[config.mk]
export PLATFORM = sky130hd
export DESIGN_NAME = stepper_segment_rate_planner
export DESIGN_NICKNAME = d
export VERILOG_FILES = /design/src/hdl/ssrp_pkg.sv /design/src/hdl/ssrp_ctrl.sv /design/src/hdl/ssrp_dpath.sv /design/src/hdl/stepper_segment_rate_planner.sv
export SDC_FILE = /design/constraint.sdc
export NUM_CORES = 1
export LEC_CHECK = 0
export BUFFER_PORTS_ARGS = -buffer_cell sky130_fd_sc_hd__buf_2
export CORE_MARGIN = 4
export CORE_UTILIZATION = 60
export CTS_CLUSTER_DIAMETER = 100
export CTS_CLUSTER_SIZE = 8
export DETAILED_ROUTE_END_ITERATION = 12
export PLACE_DENSITY = 0.88
export SLEW_MARGIN = 20
export SYNTH_ARGS = -nofsm -noshare
export SYNTH_HDL_FRONTEND = slang
export SYNTH_HIERARCHICAL = 1
export SYNTH_SLANG_ARGS = --single-unit
[constraint.sdc]
create_clock -name aclk -period 17.7 [get_ports aclk]
set_input_delay 1.77 -clock aclk [delete_from_list [all_inputs] [get_ports aclk]]
set_output_delay 1.77 -clock aclk [all_outputs]
set_load 0.03 [all_outputs]
[src/hdl/ssrp_pkg.sv]
package ssrp_pkg;

    localparam int TIMER_BITS_DEF = 16;
    localparam int SEG_BITS_DEF   = 24;

    localparam int TGT_BITS     = 30;
    localparam int DONE_BITS    = 16;
    localparam int POS_BITS     = 32;
    localparam int ERR_BITS     = 16;
    localparam int MINC_BITS    = 15;
    localparam int ACT_BITS     = 2;
    localparam int CLK_BITS     = 3;
    localparam int CORR_SHIFT   = 5;
    localparam int CFG_IDX_BITS = 1;

    localparam logic [MINC_BITS-1:0] MINC_RESET = 15'd4;

    localparam logic [CFG_IDX_BITS-1:0] CFG_REVERSE_DIR    = 1'b0;
    localparam logic [CFG_IDX_BITS-1:0] CFG_MIN_CORRECTION = 1'b1;

    localparam logic [CLK_BITS-1:0] CLK_OFF  = 3'd0;
    localparam logic [CLK_BITS-1:0] CLK_DIV1 = 3'd1;
    localparam logic [CLK_BITS-1:0] CLK_DIV2 = 3'd2;
    localparam logic [CLK_BITS-1:0] CLK_DIV4 = 3'd3;
    localparam logic [CLK_BITS-1:0] CLK_DIV8 = 3'd4;

    typedef enum logic [ACT_BITS-1:0] {
        ACT_SET_POS = 2'd0,
        ACT_PREP    = 2'd1,
        ACT_LOAD    = 2'd2,
        ACT_IGNORE  = 2'd3
    } action_t;

    typedef enum logic [3:0] {
        ST_IDLE,
        ST_DECODE,
        ST_SET_POS,
        ST_PREP_DIFF,
        ST_PREP_LIMIT,
        ST_PREP_APPLY,
        ST_PREP_MAG,
        ST_PREP_DIV,
        ST_PREP_CLOCK,
        ST_LOAD_ENC,
        ST_LOAD_ERR,
        ST_LOAD_SUB,
        ST_LOAD_FIN,
        ST_EMIT
    } state_t;

    typedef enum logic [3:0] {
        OP_IDLE,
        OP_CAPTURE,
        OP_SET_POS,
        OP_PREP_DIFF,
        OP_PREP_LIMIT,
        OP_PREP_APPLY,
        OP_PREP_MAG,
        OP_DIV_STEP,
        OP_PREP_CLOCK,
        OP_LOAD_ENC,
        OP_LOAD_ERR,
        OP_LOAD_SUB,
        OP_LOAD_FIN,
        OP_EMIT
    } op_t;

    typedef struct packed {
        op_t op;
    } dp_cmd_t;

    typedef struct packed {
        action_t action;
        logic    div_last;
        logic    out_free;
    } dp_stat_t;

endpackage

[src/hdl/ssrp_ctrl.sv]
module ssrp_ctrl (
    input  logic               aclk,
    input  logic               aresetn,
    input  logic               s_tvalid,
    output logic               s_tready,
    input  ssrp_pkg::dp_stat_t stat,
    output ssrp_pkg::dp_cmd_t  cmd
);

    ssrp_pkg::state_t state_reg;
    ssrp_pkg::state_t state_next;

    always_ff @(posedge aclk) begin
        if (!aresetn) begin
            state_reg <= ssrp_pkg::ST_IDLE;
        end else begin
            state_reg <= state_next;
        end
    end

    always_comb begin
        state_next = state_reg;
        unique case (state_reg)
            ssrp_pkg::ST_IDLE: begin
                if (s_tvalid) begin
                    state_next = ssrp_pkg::ST_DECODE;
                end
            end
            ssrp_pkg::ST_DECODE: begin
                unique case (stat.action)
                    ssrp_pkg::ACT_SET_POS: state_next = ssrp_pkg::ST_SET_POS;
                    ssrp_pkg::ACT_PREP:    state_next = ssrp_pkg::ST_PREP_DIFF;
                    ssrp_pkg::ACT_LOAD:    state_next = ssrp_pkg::ST_LOAD_ENC;
                    ssrp_pkg::ACT_IGNORE:  state_next = ssrp_pkg::ST_EMIT;
                endcase
            end
            ssrp_pkg::ST_SET_POS:    state_next = ssrp_pkg::ST_EMIT;
            ssrp_pkg::ST_PREP_DIFF:  state_next = ssrp_pkg::ST_PREP_LIMIT;
            ssrp_pkg::ST_PREP_LIMIT: state_next = ssrp_pkg::ST_PREP_APPLY;
            ssrp_pkg::ST_PREP_APPLY: state_next = ssrp_pkg::ST_PREP_MAG;
            ssrp_pkg::ST_PREP_MAG:   state_next = ssrp_pkg::ST_PREP_DIV;
            ssrp_pkg::ST_PREP_DIV: begin
                if (stat.div_last) begin
                    state_next = ssrp_pkg::ST_PREP_CLOCK;
                end
            end
            ssrp_pkg::ST_PREP_CLOCK: state_next = ssrp_pkg::ST_EMIT;
            ssrp_pkg::ST_LOAD_ENC:   state_next = ssrp_pkg::ST_LOAD_ERR;
            ssrp_pkg::ST_LOAD_ERR:   state_next = ssrp_pkg::ST_LOAD_SUB;
            ssrp_pkg::ST_LOAD_SUB:   state_next = ssrp_pkg::ST_LOAD_FIN;
            ssrp_pkg::ST_LOAD_FIN:   state_next = ssrp_pkg::ST_EMIT;
            ssrp_pkg::ST_EMIT: begin
                if (stat.out_free) begin
                    state_next = ssrp_pkg::ST_IDLE;
                end
            end
            default: state_next = ssrp_pkg::ST_IDLE;
        endcase
    end

    always_comb begin
        s_tready = 1'b0;
        cmd.op   = ssrp_pkg::OP_IDLE;
        unique case (state_reg)
            ssrp_pkg::ST_IDLE: begin
                s_tready = 1'b1;
                if (s_tvalid) begin
                    cmd.op = ssrp_pkg::OP_CAPTURE;
                end
            end
            ssrp_pkg::ST_DECODE:     cmd.op = ssrp_pkg::OP_IDLE;
            ssrp_pkg::ST_SET_POS:    cmd.op = ssrp_pkg::OP_SET_POS;
            ssrp_pkg::ST_PREP_DIFF:  cmd.op = ssrp_pkg::OP_PREP_DIFF;
            ssrp_pkg::ST_PREP_LIMIT: cmd.op = ssrp_pkg::OP_PREP_LIMIT;
            ssrp_pkg::ST_PREP_APPLY: cmd.op = ssrp_pkg::OP_PREP_APPLY;
            ssrp_pkg::ST_PREP_MAG:   cmd.op = ssrp_pkg::OP_PREP_MAG;
            ssrp_pkg::ST_PREP_DIV:   cmd.op = ssrp_pkg::OP_DIV_STEP;
            ssrp_pkg::ST_PREP_CLOCK: cmd.op = ssrp_pkg::OP_PREP_CLOCK;
            ssrp_pkg::ST_LOAD_ENC:   cmd.op = ssrp_pkg::OP_LOAD_ENC;
            ssrp_pkg::ST_LOAD_ERR:   cmd.op = ssrp_pkg::OP_LOAD_ERR;
            ssrp_pkg::ST_LOAD_SUB:   cmd.op = ssrp_pkg::OP_LOAD_SUB;
            ssrp_pkg::ST_LOAD_FIN:   cmd.op = ssrp_pkg::OP_LOAD_FIN;
            ssrp_pkg::ST_EMIT: begin
                if (stat.out_free) begin
                    cmd.op = ssrp_pkg::OP_EMIT;
                end
            end
            default: cmd.op = ssrp_pkg::OP_IDLE;
        endcase
    end

    a_accept_leaves_idle: assert property (@(posedge aclk) disable iff (!aresetn)
        (s_tvalid && s_tready) |=> (state_reg == ssrp_pkg::ST_DECODE))
        else $error("accepted transaction did not start decoding");

    a_div_runs_to_end: assert property (@(posedge aclk) disable iff (!aresetn)
        (state_reg == ssrp_pkg::ST_PREP_DIV && !stat.div_last)
        |=> (state_reg == ssrp_pkg::ST_PREP_DIV))
        else $error("divider left before its last step");

endmodule

[src/hdl/ssrp_dpath.sv]
module ssrp_dpath #(
    parameter int TIMER_BITS = ssrp_pkg::TIMER_BITS_DEF,
    parameter int SEG_BITS   = ssrp_pkg::SEG_BITS_DEF
) (
    input  logic                                 aclk,
    input  logic                                 aresetn,
    input  ssrp_pkg::dp_cmd_t                    cmd,
    output ssrp_pkg::dp_stat_t                   stat,
    input  logic [ssrp_pkg::ACT_BITS-1:0]        in_action,
    input  logic [ssrp_pkg::TGT_BITS-1:0]        in_target,
    input  logic [SEG_BITS-1:0]                  in_seg,
    input  logic [ssrp_pkg::DONE_BITS-1:0]       in_done,
    input  logic [TIMER_BITS-1:0]                in_tnow,
    input  logic                                 cfg_write,
    input  logic [ssrp_pkg::CFG_IDX_BITS-1:0]    cfg_index,
    input  logic [ssrp_pkg::MINC_BITS-1:0]       cfg_data,
    output logic                                 m_valid,
    input  logic                                 m_ready,
    output logic                                 out_dir,
    output logic [ssrp_pkg::CLK_BITS-1:0]        out_clk,
    output logic [TIMER_BITS-1:0]                out_per,
    output logic [TIMER_BITS-1:0]                out_start,
    output logic [SEG_BITS-1:0]                  out_steps,
    output logic [ssrp_pkg::POS_BITS-1:0]        out_pos,
    output logic [ssrp_pkg::POS_BITS-1:0]        out_enc,
    output logic [ssrp_pkg::ERR_BITS-1:0]        out_err
);

    localparam int PW     = ssrp_pkg::POS_BITS;
    localparam int EB     = ssrp_pkg::ERR_BITS;
    localparam int CB     = ssrp_pkg::CLK_BITS;
    localparam int DW     = PW + 1;
    localparam int EW     = EB + 1;
    localparam int LIM_W  = DW - ssrp_pkg::CORR_SHIFT + 1;
    localparam int CW     = TIMER_BITS + 4;
    localparam int TCW    = (SEG_BITS + 1 > TIMER_BITS + 4) ? SEG_BITS + 1 : TIMER_BITS + 4;
    localparam int DCNT_W = $clog2(SEG_BITS);
    localparam int TGT_EXT = PW - ssrp_pkg::TGT_BITS - 1;

    localparam logic [TCW-1:0] ONE_T  = TCW'(1);
    localparam logic [TCW-1:0] LIM_D1 = (ONE_T << TIMER_BITS) - ONE_T;
    localparam logic [TCW-1:0] LIM_D2 = (ONE_T << (TIMER_BITS + 1)) - ONE_T;
    localparam logic [TCW-1:0] LIM_D4 = (ONE_T << (TIMER_BITS + 2)) - ONE_T;
    localparam logic [TCW-1:0] LIM_D8 = (ONE_T << (TIMER_BITS + 3)) - ONE_T;

    // configuration
    logic                             rev_reg, rev_next;
    logic [ssrp_pkg::MINC_BITS-1:0]   minc_reg, minc_next;

    // planner state
    logic [PW-1:0]         plan_reg, plan_next;
    logic [PW-1:0]         cmd_pos_reg, cmd_pos_next;
    logic [PW-1:0]         act_pos_reg, act_pos_next;
    logic [EB-1:0]         err_reg, err_next;
    logic                  next_neg_reg, next_neg_next;
    logic                  prev_neg_reg, prev_neg_next;
    logic [CB-1:0]         next_clk_reg, next_clk_next;
    logic [CB-1:0]         prev_clk_reg, prev_clk_next;
    logic [TIMER_BITS-1:0] next_per_reg, next_per_next;
    logic [SEG_BITS-1:0]   next_steps_reg, next_steps_next;
    logic                  m_valid_reg, m_valid_next;

    // captured transaction and working registers
    ssrp_pkg::action_t                action_reg, action_next;
    logic [PW-1:0]                    tgt_reg, tgt_next;
    logic [SEG_BITS-1:0]              seg_reg, seg_next;
    logic [ssrp_pkg::DONE_BITS-1:0]   done_reg, done_next;
    logic [TIMER_BITS-1:0]            tnow_reg, tnow_next;
    logic [DW-1:0]                    delta_reg, delta_next;
    logic [EW-1:0]                    emag_reg, emag_next;
    logic [LIM_W-1:0]                 lim_reg, lim_next;
    logic                             corr_en_reg, corr_en_next;
    logic [SEG_BITS:0]                rem_reg, rem_next;
    logic [SEG_BITS-1:0]              quo_reg, quo_next;
    logic [DCNT_W-1:0]                dcnt_reg, dcnt_next;
    logic [CW-1:0]                    count_reg, count_next;
    logic                             res_dir_reg, res_dir_next;
    logic [CB-1:0]                    res_clk_reg, res_clk_next;
    logic [TIMER_BITS-1:0]            res_per_reg, res_per_next;
    logic [TIMER_BITS-1:0]            res_start_reg, res_start_next;
    logic [SEG_BITS-1:0]              res_steps_reg, res_steps_next;
    logic                             o_dir_reg, o_dir_next;
    logic [CB-1:0]                    o_clk_reg, o_clk_next;
    logic [TIMER_BITS-1:0]            o_per_reg, o_per_next;
    logic [TIMER_BITS-1:0]            o_start_reg, o_start_next;
    logic [SEG_BITS-1:0]              o_steps_reg, o_steps_next;
    logic [PW-1:0]                    o_pos_reg, o_pos_next;
    logic [PW-1:0]                    o_enc_reg, o_enc_next;
    logic [EB-1:0]                    o_err_reg, o_err_next;

    // combinational helpers
    logic                  err_neg;
    logic [EW-1:0]         err_ext;
    logic [EW-1:0]         emag_calc;
    logic [DW-1:0]         delta_calc;
    logic [DW-1:0]         delta_abs;
    logic [LIM_W-1:0]      lim_calc;
    logic [EW-1:0]         corr_mag;
    logic [DW-1:0]         corr_ext;
    logic [EW-1:0]         err_adj;
    logic [SEG_BITS-1:0]   mag_sat;
    logic [SEG_BITS:0]     rem_shift;
    logic [SEG_BITS:0]     divisor;
    logic                  rem_ge;
    logic [TCW-1:0]        ticks;
    logic [CB-1:0]         clk_raw;
    logic [1:0]            clk_sh;
    logic [TCW-1:0]        per_full;
    logic [TIMER_BITS-1:0] per_raw;
    logic [CB-1:0]         clk_calc;
    logic [TIMER_BITS-1:0] per_fin;
    logic                  prev_on;
    logic [CB-1:0]         sh_up;
    logic [CB-1:0]         sh_dn;
    logic [CW-1:0]         tnow_ext;
    logic [CW-1:0]         count_sh;
    logic [CW-1:0]         per_ext;
    logic [CW-1:0]         count_sub;
    logic [TIMER_BITS-1:0] start_calc;
    logic [PW-1:0]         done_ext;
    logic [PW-1:0]         act_calc;
    logic [PW-1:0]         err_wide;

    assign err_neg    = err_reg[EB-1];
    assign err_ext    = {err_reg[EB-1], err_reg};
    assign emag_calc  = err_neg ? (EW'(0) - err_ext) : err_ext;
    assign delta_calc = {tgt_reg[PW-1], tgt_reg} - {plan_reg[PW-1], plan_reg};
    assign delta_abs  = delta_reg[DW-1] ? (DW'(0) - delta_reg) : delta_reg;
    assign lim_calc   = LIM_W'(delta_abs >> ssrp_pkg::CORR_SHIFT) + LIM_W'(1);
    assign corr_mag   = ({{(LIM_W-EW){1'b0}}, emag_reg} < lim_reg) ? emag_reg
                                                                 : lim_reg[EW-1:0];
    assign corr_ext   = {{(DW-EW){1'b0}}, corr_mag};
    assign err_adj    = err_neg ? (err_ext + corr_mag) : (err_ext - corr_mag);
    assign mag_sat    = (delta_abs[DW-1:SEG_BITS] != '0) ? {SEG_BITS{1'b1}}
                                                         : delta_abs[SEG_BITS-1:0];

    // restoring divider, one quotient bit a cycle
    assign rem_shift = {rem_reg[SEG_BITS-1:0], quo_reg[SEG_BITS-1]};
    assign divisor   = {1'b0, next_steps_reg};
    assign rem_ge    = (rem_shift >= divisor);

    assign ticks = TCW'(quo_reg) + ONE_T;

    always_comb begin
        priority if (ticks < LIM_D1) begin
            clk_raw = ssrp_pkg::CLK_DIV1;
            clk_sh  = 2'd0;
        end else if (ticks < LIM_D2) begin
            clk_raw = ssrp_pkg::CLK_DIV2;
            clk_sh  = 2'd1;
        end else if (ticks < LIM_D4) begin
            clk_raw = ssrp_pkg::CLK_DIV4;
            clk_sh  = 2'd2;
        end else if (ticks < LIM_D8) begin
            clk_raw = ssrp_pkg::CLK_DIV8;
            clk_sh  = 2'd3;
        end else begin
            clk_raw = ssrp_pkg::CLK_OFF;
            clk_sh  = 2'd0;
        end
    end

    assign per_full = (ticks >> clk_sh) + ONE_T;
    assign per_raw  = per_full[TIMER_BITS-1:0];
    assign clk_calc = (next_steps_reg == '0 || clk_raw == ssrp_pkg::CLK_OFF || per_raw == '0)
                      ? ssrp_pkg::CLK_OFF : clk_raw;
    assign per_fin  = (clk_calc == ssrp_pkg::CLK_OFF) ? '0 : per_raw;

    // load path: rescale the live count to the new prescaler
    assign prev_on    = (prev_clk_reg != ssrp_pkg::CLK_OFF);
    assign sh_up      = prev_clk_reg - next_clk_reg;
    assign sh_dn      = next_clk_reg - prev_clk_reg;
    assign tnow_ext   = {4'b0, tnow_reg};
    assign count_sh   = (prev_clk_reg >= next_clk_reg) ? (tnow_ext << sh_up)
                                                       : (tnow_ext >> sh_dn);
    assign per_ext    = {4'b0, next_per_reg};
    assign count_sub  = (per_ext <= count_reg) ? (count_reg - per_ext) : count_reg;
    assign start_calc = (!prev_on || per_ext <= count_reg) ? (next_per_reg >> 1)
                                                           : count_reg[TIMER_BITS-1:0];
    assign done_ext   = {{(PW-ssrp_pkg::DONE_BITS){1'b0}}, done_reg};
    assign act_calc   = prev_neg_reg ? (act_pos_reg - done_ext) : (act_pos_reg + done_ext);
    assign err_wide   = cmd_pos_reg - act_pos_reg;

    always_comb begin
        rev_next        = rev_reg;
        minc_next       = minc_reg;
        plan_next       = plan_reg;
        cmd_pos_next    = cmd_pos_reg;
        act_pos_next    = act_pos_reg;
        err_next        = err_reg;
        next_neg_next   = next_neg_reg;
        prev_neg_next   = prev_neg_reg;
        next_clk_next   = next_clk_reg;
        prev_clk_next   = prev_clk_reg;
        next_per_next   = next_per_reg;
        next_steps_next = next_steps_reg;
        m_valid_next    = m_valid_reg;
        action_next     = action_reg;
        tgt_next        = tgt_reg;
        seg_next        = seg_reg;
        done_next       = done_reg;
        tnow_next       = tnow_reg;
        delta_next      = delta_reg;
        emag_next       = emag_reg;
        lim_next        = lim_reg;
        corr_en_next    = corr_en_reg;
        rem_next        = rem_reg;
        quo_next        = quo_reg;
        dcnt_next       = dcnt_reg;
        count_next      = count_reg;
        res_dir_next    = res_dir_reg;
        res_clk_next    = res_clk_reg;
        res_per_next    = res_per_reg;
        res_start_next  = res_start_reg;
        res_steps_next  = res_steps_reg;
        o_dir_next      = o_dir_reg;
        o_clk_next      = o_clk_reg;
        o_per_next      = o_per_reg;
        o_start_next    = o_start_reg;
        o_steps_next    = o_steps_reg;
        o_pos_next      = o_pos_reg;
        o_enc_next      = o_enc_reg;
        o_err_next      = o_err_reg;

        if (cfg_write) begin
            unique case (cfg_index)
                ssrp_pkg::CFG_REVERSE_DIR:    rev_next  = cfg_data[0];
                ssrp_pkg::CFG_MIN_CORRECTION: minc_next = cfg_data;
            endcase
        end

        if (m_ready) begin
            m_valid_next = 1'b0;
        end

        unique case (cmd.op)
            ssrp_pkg::OP_IDLE: begin
            end
            ssrp_pkg::OP_CAPTURE: begin
                action_next    = ssrp_pkg::action_t'(in_action);
                tgt_next       = {{TGT_EXT{in_target[ssrp_pkg::TGT_BITS-1]}}, in_target, 1'b0};
                seg_next       = in_seg;
                done_next      = in_done;
                tnow_next      = in_tnow;
                res_dir_next   = 1'b0;
                res_clk_next   = ssrp_pkg::CLK_OFF;
                res_per_next   = '0;
                res_start_next = '0;
                res_steps_next = '0;
            end
            ssrp_pkg::OP_SET_POS: begin
                plan_next    = tgt_reg;
                cmd_pos_next = tgt_reg;
                act_pos_next = tgt_reg;
                err_next     = '0;
            end
            ssrp_pkg::OP_PREP_DIFF: begin
                delta_next = delta_calc;
                emag_next  = emag_calc;
                plan_next  = tgt_reg;
            end
            ssrp_pkg::OP_PREP_LIMIT: begin
                lim_next     = lim_calc;
                corr_en_next = ({2'b0, minc_reg} <= emag_reg);
            end
            ssrp_pkg::OP_PREP_APPLY: begin
                if (corr_en_reg) begin
                    delta_next = err_neg ? (delta_reg - corr_ext) : (delta_reg + corr_ext);
                    err_next   = err_adj[EB-1:0];
                end
            end
            ssrp_pkg::OP_PREP_MAG: begin
                next_neg_next   = delta_reg[DW-1];
                next_steps_next = mag_sat;
                rem_next        = '0;
                quo_next        = seg_reg;
                dcnt_next       = '0;
            end
            ssrp_pkg::OP_DIV_STEP: begin
                quo_next  = {quo_reg[SEG_BITS-2:0], rem_ge};
                rem_next  = rem_ge ? (rem_shift - divisor) : rem_shift;
                dcnt_next = dcnt_reg + DCNT_W'(1);
            end
            ssrp_pkg::OP_PREP_CLOCK: begin
                next_clk_next  = clk_calc;
                next_per_next  = per_fin;
                res_dir_next   = next_neg_reg ^ rev_reg;
                res_clk_next   = clk_calc;
                res_per_next   = per_fin;
                res_steps_next = next_steps_reg;
            end
            ssrp_pkg::OP_LOAD_ENC: begin
                if (prev_on) begin
                    act_pos_next = act_calc;
                end
                count_next = count_sh;
            end
            ssrp_pkg::OP_LOAD_ERR: begin
                if (prev_on) begin
                    err_next = err_wide[EB-1:0];
                end
                count_next = count_sub;
            end
            ssrp_pkg::OP_LOAD_SUB: begin
                count_next = count_sub;
            end
            ssrp_pkg::OP_LOAD_FIN: begin
                res_start_next = start_calc;
                res_dir_next   = next_neg_reg ^ rev_reg;
                res_clk_next   = next_clk_reg;
                res_per_next   = (next_clk_reg != ssrp_pkg::CLK_OFF) ? next_per_reg : '0;
                res_steps_next = next_steps_reg;
                prev_clk_next  = next_clk_reg;
                next_clk_next  = ssrp_pkg::CLK_OFF;
                prev_neg_next  = next_neg_reg;
                cmd_pos_next   = plan_reg;
            end
            ssrp_pkg::OP_EMIT: begin
                o_dir_next   = res_dir_reg;
                o_clk_next   = res_clk_reg;
                o_per_next   = res_per_reg;
                o_start_next = res_start_reg;
                o_steps_next = res_steps_reg;
                o_pos_next   = plan_reg;
                o_enc_next   = act_pos_reg;
                o_err_next   = err_reg;
                m_valid_next = 1'b1;
            end
            default: begin
            end
        endcase
    end

    always_ff @(posedge aclk) begin
        if (!aresetn) begin
            rev_reg        <= 1'b0;
            minc_reg       <= ssrp_pkg::MINC_RESET;
            plan_reg       <= '0;
            cmd_pos_reg    <= '0;
            act_pos_reg    <= '0;
            err_reg        <= '0;
            next_neg_reg   <= 1'b0;
            prev_neg_reg   <= 1'b0;
            next_clk_reg   <= ssrp_pkg::CLK_OFF;
            prev_clk_reg   <= ssrp_pkg::CLK_OFF;
            next_per_reg   <= '0;
            next_steps_reg <= '0;
            m_valid_reg    <= 1'b0;
        end else begin
            rev_reg        <= rev_next;
            minc_reg       <= minc_next;
            plan_reg       <= plan_next;
            cmd_pos_reg    <= cmd_pos_next;
            act_pos_reg    <= act_pos_next;
            err_reg        <= err_next;
            next_neg_reg   <= next_neg_next;
            prev_neg_reg   <= prev_neg_next;
            next_clk_reg   <= next_clk_next;
            prev_clk_reg   <= prev_clk_next;
            next_per_reg   <= next_per_next;
            next_steps_reg <= next_steps_next;
            m_valid_reg    <= m_valid_next;
        end
    end

    always_ff @(posedge aclk) begin
        action_reg    <= action_next;
        tgt_reg       <= tgt_next;
        seg_reg       <= seg_next;
        done_reg      <= done_next;
        tnow_reg      <= tnow_next;
        delta_reg     <= delta_next;
        emag_reg      <= emag_next;
        lim_reg       <= lim_next;
        corr_en_reg   <= corr_en_next;
        rem_reg       <= rem_next;
        quo_reg       <= quo_next;
        dcnt_reg      <= dcnt_next;
        count_reg     <= count_next;
        res_dir_reg   <= res_dir_next;
        res_clk_reg   <= res_clk_next;
        res_per_reg   <= res_per_next;
        res_start_reg <= res_start_next;
        res_steps_reg <= res_steps_next;
        o_dir_reg     <= o_dir_next;
        o_clk_reg     <= o_clk_next;
        o_per_reg     <= o_per_next;
        o_start_reg   <= o_start_next;
        o_steps_reg   <= o_steps_next;
        o_pos_reg     <= o_pos_next;
        o_enc_reg     <= o_enc_next;
        o_err_reg     <= o_err_next;
    end

    assign stat = '{action:   action_reg,
                    div_last: (dcnt_reg == DCNT_W'(SEG_BITS - 1)),
                    out_free: (!m_valid_reg || m_ready)};

    assign m_valid   = m_valid_reg;
    assign out_dir   = o_dir_reg;
    assign out_clk   = o_clk_reg;
    assign out_per   = o_per_reg;
    assign out_start = o_start_reg;
    assign out_steps = o_steps_reg;
    assign out_pos   = o_pos_reg;
    assign out_enc   = o_enc_reg;
    assign out_err   = o_err_reg;

    a_period_matches_clock: assert property (@(posedge aclk) disable iff (!aresetn)
        m_valid_reg |-> ((o_clk_reg == ssrp_pkg::CLK_OFF) == (o_per_reg == '0)))
        else $error("period and clock select disagree");

    a_emit_only_when_free: assert property (@(posedge aclk) disable iff (!aresetn)
        (cmd.op == ssrp_pkg::OP_EMIT) |-> (!m_valid_reg || m_ready))
        else $error("result overwritten before transaction completed");

    a_clock_codes_in_range: assert property (@(posedge aclk) disable iff (!aresetn)
        (next_clk_reg <= ssrp_pkg::CLK_DIV8) && (prev_clk_reg <= ssrp_pkg::CLK_DIV8))
        else $error("prescaler code out of range");

endmodule

[src/hdl/stepper_segment_rate_planner.sv]
// Step-rate planner for one stepper motor, in half steps. Each input transaction carries
// an action in s_tuser: set position, prep (plan a move toward a target over a segment of
// base clocks) or load (retire the previous move and issue the prepared timer settings);
// every transaction yields exactly one result transaction. Items are handled one at a time
// by a controller and a datapath. Prep runs a restoring divider that forms one quotient bit
// of segment clocks per half step each cycle. The result sits in an output register,
// so a new transaction is accepted while a finished result waits for m_tready; a further
// result waits in place until that one is taken. The configuration port is always ready;
// write it only while no transaction is in progress.
module stepper_segment_rate_planner #(
    parameter int TIMER_BITS = ssrp_pkg::TIMER_BITS_DEF,
    parameter int SEG_BITS   = ssrp_pkg::SEG_BITS_DEF,
    localparam int IN_W  = ssrp_pkg::TGT_BITS + SEG_BITS + ssrp_pkg::DONE_BITS + TIMER_BITS,
    localparam int IN_TW = ((IN_W + 7) / 8) * 8,
    localparam int OUT_W = 1 + ssrp_pkg::CLK_BITS + 2 * TIMER_BITS + SEG_BITS
                         + 2 * ssrp_pkg::POS_BITS + ssrp_pkg::ERR_BITS,
    localparam int OUT_TW = ((OUT_W + 7) / 8) * 8
) (
    input  logic                              aclk,
    input  logic                              aresetn,
    input  logic                              s_tvalid,
    output logic                              s_tready,
    // target_steps, segment_cycles, done_half_steps, timer_now
    input  logic [IN_TW-1:0]                  s_tdata,
    // action
    input  logic [ssrp_pkg::ACT_BITS-1:0]     s_tuser,
    output logic                              m_tvalid,
    input  logic                              m_tready,
    // dir_ccw, clock_select, period_ticks, start_count, move_half_steps,
    // position_out, encoder_out, error_out
    output logic [OUT_TW-1:0]                 m_tdata,
    input  logic                              cfg_valid,
    output logic                              cfg_ready,
    input  logic [ssrp_pkg::CFG_IDX_BITS-1:0] cfg_index,
    input  logic [ssrp_pkg::MINC_BITS-1:0]    cfg_data
);

    localparam int SEG_LO  = ssrp_pkg::TGT_BITS;
    localparam int DONE_LO = SEG_LO + SEG_BITS;
    localparam int TNOW_LO = DONE_LO + ssrp_pkg::DONE_BITS;

    ssrp_pkg::dp_cmd_t  cmd;
    ssrp_pkg::dp_stat_t stat;

    logic                              out_dir;
    logic [ssrp_pkg::CLK_BITS-1:0]     out_clk;
    logic [TIMER_BITS-1:0]             out_per;
    logic [TIMER_BITS-1:0]             out_start;
    logic [SEG_BITS-1:0]               out_steps;
    logic [ssrp_pkg::POS_BITS-1:0]     out_pos;
    logic [ssrp_pkg::POS_BITS-1:0]     out_enc;
    logic [ssrp_pkg::ERR_BITS-1:0]     out_err;

    assign cfg_ready = 1'b1;

    ssrp_ctrl u_ctrl (
        .aclk     (aclk),
        .aresetn  (aresetn),
        .s_tvalid (s_tvalid),
        .s_tready (s_tready),
        .stat     (stat),
        .cmd      (cmd)
    );

    ssrp_dpath #(
        .TIMER_BITS (TIMER_BITS),
        .SEG_BITS   (SEG_BITS)
    ) u_dpath (
        .aclk      (aclk),
        .aresetn   (aresetn),
        .cmd       (cmd),
        .stat      (stat),
        .in_action (s_tuser),
        .in_target (s_tdata[ssrp_pkg::TGT_BITS-1:0]),
        .in_seg    (s_tdata[DONE_LO-1:SEG_LO]),
        .in_done   (s_tdata[TNOW_LO-1:DONE_LO]),
        .in_tnow   (s_tdata[TNOW_LO+TIMER_BITS-1:TNOW_LO]),
        .cfg_write (cfg_valid & cfg_ready),
        .cfg_index (cfg_index),
        .cfg_data  (cfg_data),
        .m_valid   (m_tvalid),
        .m_ready   (m_tready),
        .out_dir   (out_dir),
        .out_clk   (out_clk),
        .out_per   (out_per),
        .out_start (out_start),
        .out_steps (out_steps),
        .out_pos   (out_pos),
        .out_enc   (out_enc),
        .out_err   (out_err)
    );

    assign m_tdata = OUT_TW'({out_err, out_enc, out_pos, out_steps,
                              out_start, out_per, out_clk, out_dir});

endmodule

==> flow_metrics.tcl, run 1 <==
set metrics [dict create \
    status "completed" \
    critPathSlowestCell "edfxtp_1" \
    clock_latency_ps 640 \
    gp_congestion 0.9408 \
    clkTransAtPathRegs_ps 50 \
    drv_cap 0 \
    peakVddDrop_v 0.0001050 \
    timing.final.ws_setup_ps 10350 \
    grt_max_degree 75 \
    rsz0062_at_grt "false" \
    leakagePower_uw 0.01545 \
    rrSetupSlack_ps 10350 \
    path_class "flop to flop" \
    vias 29710 \
    clockBufferDepth 3 \
    routed_wl_um 94250 \
    p_per_area_mw_per_mm2 144.2 \
    total_power_uw 5805 \
    cp.required_ps 18050 \
    drc_errors 0 \
    synth_edf_count 439 \
    fin_nets 4238 \
    largest_reg_flops 33 \
    cp_max_fo 37 \
    yosys_warnings 6 \
    gr-total-overflow 0 \
    period_needed_ps 7353 \
    synth.distinct_cells 94 \
    ant_nets 0 \
    worst_slew_pin_slew_ps 1058 \
    drive_above_1_share 0.1212 \
    cts-resized-gates 0 \
    setup_violations 0 \
    grt_pass1_vias 27890 \
    cts_hold_buffers 0 \
    hold_violations 0 \
    crit_start "u_dpath/emag_reg[1]" \
    regToRegStartpoint "u_dpath/emag_reg[1]" \
    rr_endpoint "u_dpath/delta_reg[32]" \
    ys_async_sr_fraction 0 \
    die_y_um 252.5 \
    clock_skew_ps 33.16 \
    die-area_sq_mm 0.06376 \
    start_kind "flop" \
    grt_antenna_before_repair 4 \
    r2r_cells 29 \
    max_freq_mhz 136.0 \
    grt_pass1_wl_um 146900 \
    root_buffer "clkbuf_16" \
    synthFlopType "edfxtp_1" \
    ioPinCount 258 \
    worstPathArrival_ps 7700 \
    synth_cells 3701 \
    post-route-period-util 0.4154 \
    tritoncts "done" \
    area_delta_synth_final_pct 12.24 \
    hold_class "flop to flop" \
    synth_seq_area_share 0.4579 \
    cts_setup_buffers 0 \
    core_area_sq_mm 0.05913 \
    dr.pass1.iters 7 \
    final_cell_mix "edfxtp_1, nor2_1, nand2_1" \
    numCtsBuffers 85 \
    final_common_cell "edfxtp_1" \
    rows 89 \
    dp.final_hpwl_um 66490 \
    die_w_um 252.5 \
    tns_ps 0 \
    drv_slew 0 \
    max_slew_margin 0.2947 \
    place_ws_ps 10630 \
    clock_sinks 601 \
    port-buffer-count 249 \
    cpPeakStageDelay_ps 480 \
    start_util 0.6066 \
    track_usage 0.2853 \
    end_kind "flop" \
    fillers 4290 \
    ctsHtreeMaxLevel 3 \
    synth-seq-cells 601 \
    viasPerCell 6.248 \
    initialDrtViolationCount 3088 \
    cp-endpoint "u_dpath/delta_reg[32]" \
    syn-cell-area_sq_mm 0.03587 \
    wl_per_cell_um 19.83 \
    avgSynthCellArea_sq_um 9.692 \
]
## routing by layer
layer  vias to the layer above  share of wire  global-route usage
met2                      1550           0.45              0.4376
met4                         0          0.048              0.1441
met5                         -              0                   0
li1                      13960              -                   -
met1                     13940           0.41              0.3945
met3                       259          0.091             0.04857
## report_power, final
group	internal (uW)	total (uW)	switching [uW]
clock network	922	1530	607
logic	781	2050	1270
registers	1950	2230	276
## metrics by stage
stage               instances  hold WS (ps)  utilization  instance area, sq um
floorplan                3706         400.3            -                 35890
CTS                      4750         413.4       0.6805                 40240
detailed placement       4597         404.5       0.6385                 37750
finish                   4754         415.2       0.6809                 40260
global placement         4597         400.9       0.6385                 37750
global route             4754         415.8       0.6809                 40260
## cell type report
class | count | area, sq um | share of cell area
clock inverter | 4 | 53.80 | 0.001336
clock buffer | 149 | 2431 | 0.06038
multi-input combinational | 2730 | 18070 | 0.4488
antenna | 4 | 10.01 | 0.0002486
tap | 773 | 967.2 | 0.02402
inverter | 209 | 793.3 | 0.01970
sequential | 601 | 16430 | 0.4080
timing repair buffer | 284 | 1509 | 0.03748
## critical path, delay by kind of cell (launching register included)
kind | cells | cell delay (ps)
flops | 1 | 480
simple gates | 4 | 830
xor+xnor | 2 | 520
fa+ha+maj | 3 | 950
buf+inv | 3 | 450
compound gates | 16 | 3430
mux | 1 | 380
## cell usage after synthesis, types with 8 or more instances
cell type	number	area, sq um
a32o_1	15	150.1
nor2_1	370	1389
xnor2_1	148	1296
dfxtp_1	162	3243
mux2i_1	84	840.8
or2_2	18	112.6
a211o_1	9	78.83
nor4_1	39	244.0
a211oi_1	59	442.9
edfxtp_1	439	13180
a21boi_0	26	195.2
nor3_1	98	490.5
buf_1	13	48.80
inv_1	209	784.5
and2_1	20	125.1
xor2_1	107	937.2
a22oi_1	10	75.07
a22o_1	26	227.7
o21a_1	27	202.7
a31oi_1	35	219.0
nand2_1	345	1295
o22ai_1	11	68.82
nand3_1	63	315.3
a311oi_1	21	183.9
nand2b_1	49	306.5
o211ai_1	21	157.7
or3_1	28	175.2
and3_1	23	143.9
a21o_1	74	555.5
or4_1	15	112.6
mux2_2	29	326.6
o31ai_1	36	270.3
nand3b_1	10	75.07
nor2b_1	41	256.5
a31o_2	18	157.7
clkbuf_1	134	503.0
o21ai_0	228	1141
nand4_1	25	156.4
a21oi_1	258	1291
ha_1	207	2590
buf_2	9	45.04
buf_4	8	60.06
fa_1	9	180.2
## cells by family after synthesis
| logic type | share of synthesized area |
|---|---|
| AO/OA/AOI/OAI | 0.1725 |
| XOR/XNOR | 0.06226 |
| adder cells (fa/ha/maj) | 0.07723 |
| buffers and inverters | 0.04081 |
| flip-flops | 0.4579 |
| multiplexers | 0.03568 |
| other | 0.0003139 |
| AND/OR/NAND/NOR | 0.1533 |
## worst min-delay path by stage
| stage | from | endpoint | slack (ps) | depth (start not counted) |
|---|---|---|---|---|
| finish | u_dpath/res_steps_reg[4] | u_dpath/out_steps[4] | 420 | 0 |
| global route | u_dpath/res_steps_reg[18] | u_dpath/out_steps[18] | 420 | 0 |
| CTS | u_dpath/res_per_reg[6] | u_dpath/out_per[6] | 410 | 0 |
| detailed placement | u_dpath/res_dir_reg | u_dpath/out_dir | 400 | 0 |
| global placement | u_dpath/res_per_reg[14] | u_dpath/out_per[14] | 400 | 0 |
| floorplan | u_dpath/res_clk_reg[0] | u_dpath/out_clk[0] | 400 | 0 |
Note: power is estimated with default switching activity, not from simulation.
==> run 2, diff against run 1 <==
--- a/config.mk
+++ b/config.mk
@@ -7,11 +7,11 @@
 export LEC_CHECK = 0
 export BUFFER_PORTS_ARGS = -buffer_cell sky130_fd_sc_hd__buf_2
 export CORE_MARGIN = 4
-export CORE_UTILIZATION = 60
+export CORE_UTILIZATION = 56
 export CTS_CLUSTER_DIAMETER = 100
 export CTS_CLUSTER_SIZE = 8
 export DETAILED_ROUTE_END_ITERATION = 12
-export PLACE_DENSITY = 0.88
+export PLACE_DENSITY = 0.87
 export SLEW_MARGIN = 20
 export SYNTH_ARGS = -nofsm -noshare
 export SYNTH_HDL_FRONTEND = slang
==> constraint.sdc (replaced) <==
create_clock -name aclk -period 6.1 [get_ports aclk]
set_input_delay 0.61 -clock aclk [delete_from_list [all_inputs] [get_ports aclk]]
set_output_delay 0.61 -clock aclk [all_outputs]
set_load 0.03 [all_outputs]
==> run 2 against run 1 <==
Effect of this change: worst hold slack got worse by 260 ps; sequential power rose to 2.9 times the previous value; critical path depth fell by 4; final area rose by 1.9%; register-to-register slack got worse by 10000 ps; die area rose by 6.9%.
==> flow_metrics.tcl, run 2 (same netlist as run 1, synthesis figures left out) <==
set metrics [dict create \
    post-route-period-util 0.9655 \
    clock_sinks 601 \
    ioPinCount 258 \
    fillers 4696 \
    area_delta_synth_final_pct 14.43 \
    p_comb_frac 0.361 \
    post_dp_cell_area_sq_mm 0.03839 \
    place_ws_ps -23.25 \
    regToRegStartpoint "u_dpath/emag_reg[15]" \
    fin_nets 4314 \
    dp.final_hpwl_um 69080 \
    hp-start "s_tdata[70]" \
    critPathTopFamily "simple AND/OR/NAND/NOR gates" \
    start_util 0.5676 \
    core_area_sq_mm 0.06320 \
    drv_slew 0 \
    initialDrtViolationCount 3238 \
    peakVddDrop_v 0.0002738 \
    leakagePower_uw 0.01586 \
    hold_class "input port to flop" \
    hold_violations 0 \
    numCtsBuffers 85 \
    die_y_um 261.1 \
    min_to "u_dpath/tnow_reg[0]" \
    period_needed_ps 5890 \
    drc_errors 0 \
    tritoncts "done" \
    rr_endpoint "u_dpath/delta_reg[32]" \
    path_class "flop to flop" \
    final_cell_mix "edfxtp_1, nor2_1, nand2_1" \
    root_buffer "clkbuf_16" \
    worst_slew_pin_slew_ps 1056 \
    r2r_cells 25 \
    grt_antenna_before_repair 3 \
    viasPerCell 6.094 \
    die-area_sq_mm 0.06817 \
    rows 92 \
    clkTransAtPathRegs_ps 50 \
    drv_cap 0 \
    ant_nets 0 \
    p_sw_frac 0.3703 \
    max_slew_margin 0.2959 \
    clockBufferDepth 3 \
    seq_area_sq_mm 0.01643 \
    p_per_area_mw_per_mm2 411.8 \
    p_sw_uw 6258 \
    end_kind "flop" \
    track_usage 0.2739 \
    dr.pass1.iters 10 \
    final_common_cell "edfxtp_1" \
    ctsHtreeMaxLevel 3 \
    cp_max_fo 18 \
    timing.final.ws_setup_ps 210.2 \
    cp.required_ps 6440 \
    cpPeakStageDelay_ps 540 \
    worstPathArrival_ps 6230 \
    multi_input_area_sq_mm 0.01820 \
    critPathSlowestCell "or4_4" \
    status "completed" \
    routed_wl_um 96330 \
    drive_above_1_share 0.1429 \
    start_kind "flop" \
    worst_path_most_repeated_cell "buf_4" \
    port-buffer-count 249 \
    critPathBufInv 5 \
    holdPathStages 1 \
    setup_violations 0 \
    fin_area_sq_mm 0.04105 \
    grt_pass1_vias 28150 \
    p_clk_frac 0.259 \
    largest_reg_flops 33 \
    rrSetupSlack_ps 210 \
    gp_congestion 0.9498 \
    grt_max_degree 87 \
    clock_skew_ps 23.62 \
    vias 29860 \
    power_frac_seq 0.380 \
    clock_latency_ps 630 \
    cell_internal_pwr_uw 10640 \
    grt_pass1_wl_um 150400 \
    gr-total-overflow 0 \
    wl_per_cell_um 19.66 \
    max_freq_mhz 169.8 \
    die_w_um 261.1 \
]
run 2: cell count changes in the layout (fill, tap and decap cells not counted), moves of 3 or more:
cell,previous run,this run
a21oi_1,258,255
a21oi_2,0,3
buf_4,35,111
o21ai_0,228,223
o21ai_1,4,8
xnor2_1,148,145
xnor2_2,0,3
run 2: final cells by class:
cell class	instances	share of cell area
clock inverters	7	0.002652
clock buffers	145	0.05783
repair buffers	360	0.05066
flip-flops and latches	601	0.4002
diodes	2	0.0001219
multi-input cells	2730	0.4434
inverters	209	0.01933
well taps	846	0.02579
run 2: worst register-to-register path, stage by stage (launching register included):
cell,delay [ps]
edfxtp_1,440
ha_1,350
nand3_1,110
o21ai_0,240
buf_4,170
nor2_1,80
nor4b_4,390
buf_4,220
buf_4,270
mux2_2,380
a31oi_1,210
xnor2_1,170
buf_4,160
inv_1,40
ha_1,180
or4_4,540
a31oi_4,210
o21ai_2,90
a31oi_2,200
a211oi_2,120
nor2_1,130
o21ai_1,90
or4_1,400
a31oi_1,210
xnor2_1,140
o21ai_0,90
run 2: per-stage QoR:
stage | total power [uW] | TNS, ps | util | hold WS, ps | cells
after CTS | 16770 | 0 | 0.6469 | 118.6 | 4894
after detailed placement | 12280 | -23.25 | 0.6074 | 404.5 | 4742
final | 16900 | 0 | 0.6495 | 150.5 | 4900
after global placement | 12050 | 0 | 0.6074 | 401.5 | 4742
after global routing | 17830 | -109.8 | 0.6495 | 130.7 | 4899
after floorplan | 10580 | 0 | - | 400.3 | 3706
run 2: timing repair:
item                       4_1_cts  5_1_grt
hold buffers                     0        0
buffers inserted                 0        4
gates resized for setup          3       24
pin swaps                        3        9
setup endpoints to repair        1       27
run 2: power by group through the flow:
stage | sequential, uW | combinational [uW] | clock (uW)
6_report | 6420 | 6100 | 4380
5_1_grt | 6490 | 6700 | 4640
4_1_cts | 6390 | 5930 | 4450
3_5_place_dp | 6450 | 5840 | 0
3_3_place_gp | 6410 | 5630 | 0
2_1_floorplan | 6190 | 4390 | 0
run 2: routing by layer:
layer,share of wire,global-route usage,vias to the layer above
met5,0,0,-
met4,0.042,0.1182,0
met3,0.091,0.04381,226
met2,0.46,0.4331,1427
met1,0.41,0.3766,14090
li1,-,-,14110
run 2: worst max path at each step:
stage,start,endpoint,slack [ps],cells after the start
after floorplan,u_dpath/emag_reg[1],u_dpath/delta_reg[32],20,31
after global placement,u_dpath/emag_reg[1],u_dpath/delta_reg[32],110,29
after detailed placement,u_dpath/emag_reg[1],u_dpath/delta_reg[32],-20,29
after CTS,u_dpath/emag_reg[1],u_dpath/delta_reg[32],1,29
after global routing,u_dpath/emag_reg[1],u_dpath/err_reg[14],-80,28
final,u_dpath/emag_reg[15],u_dpath/delta_reg[32],210,25
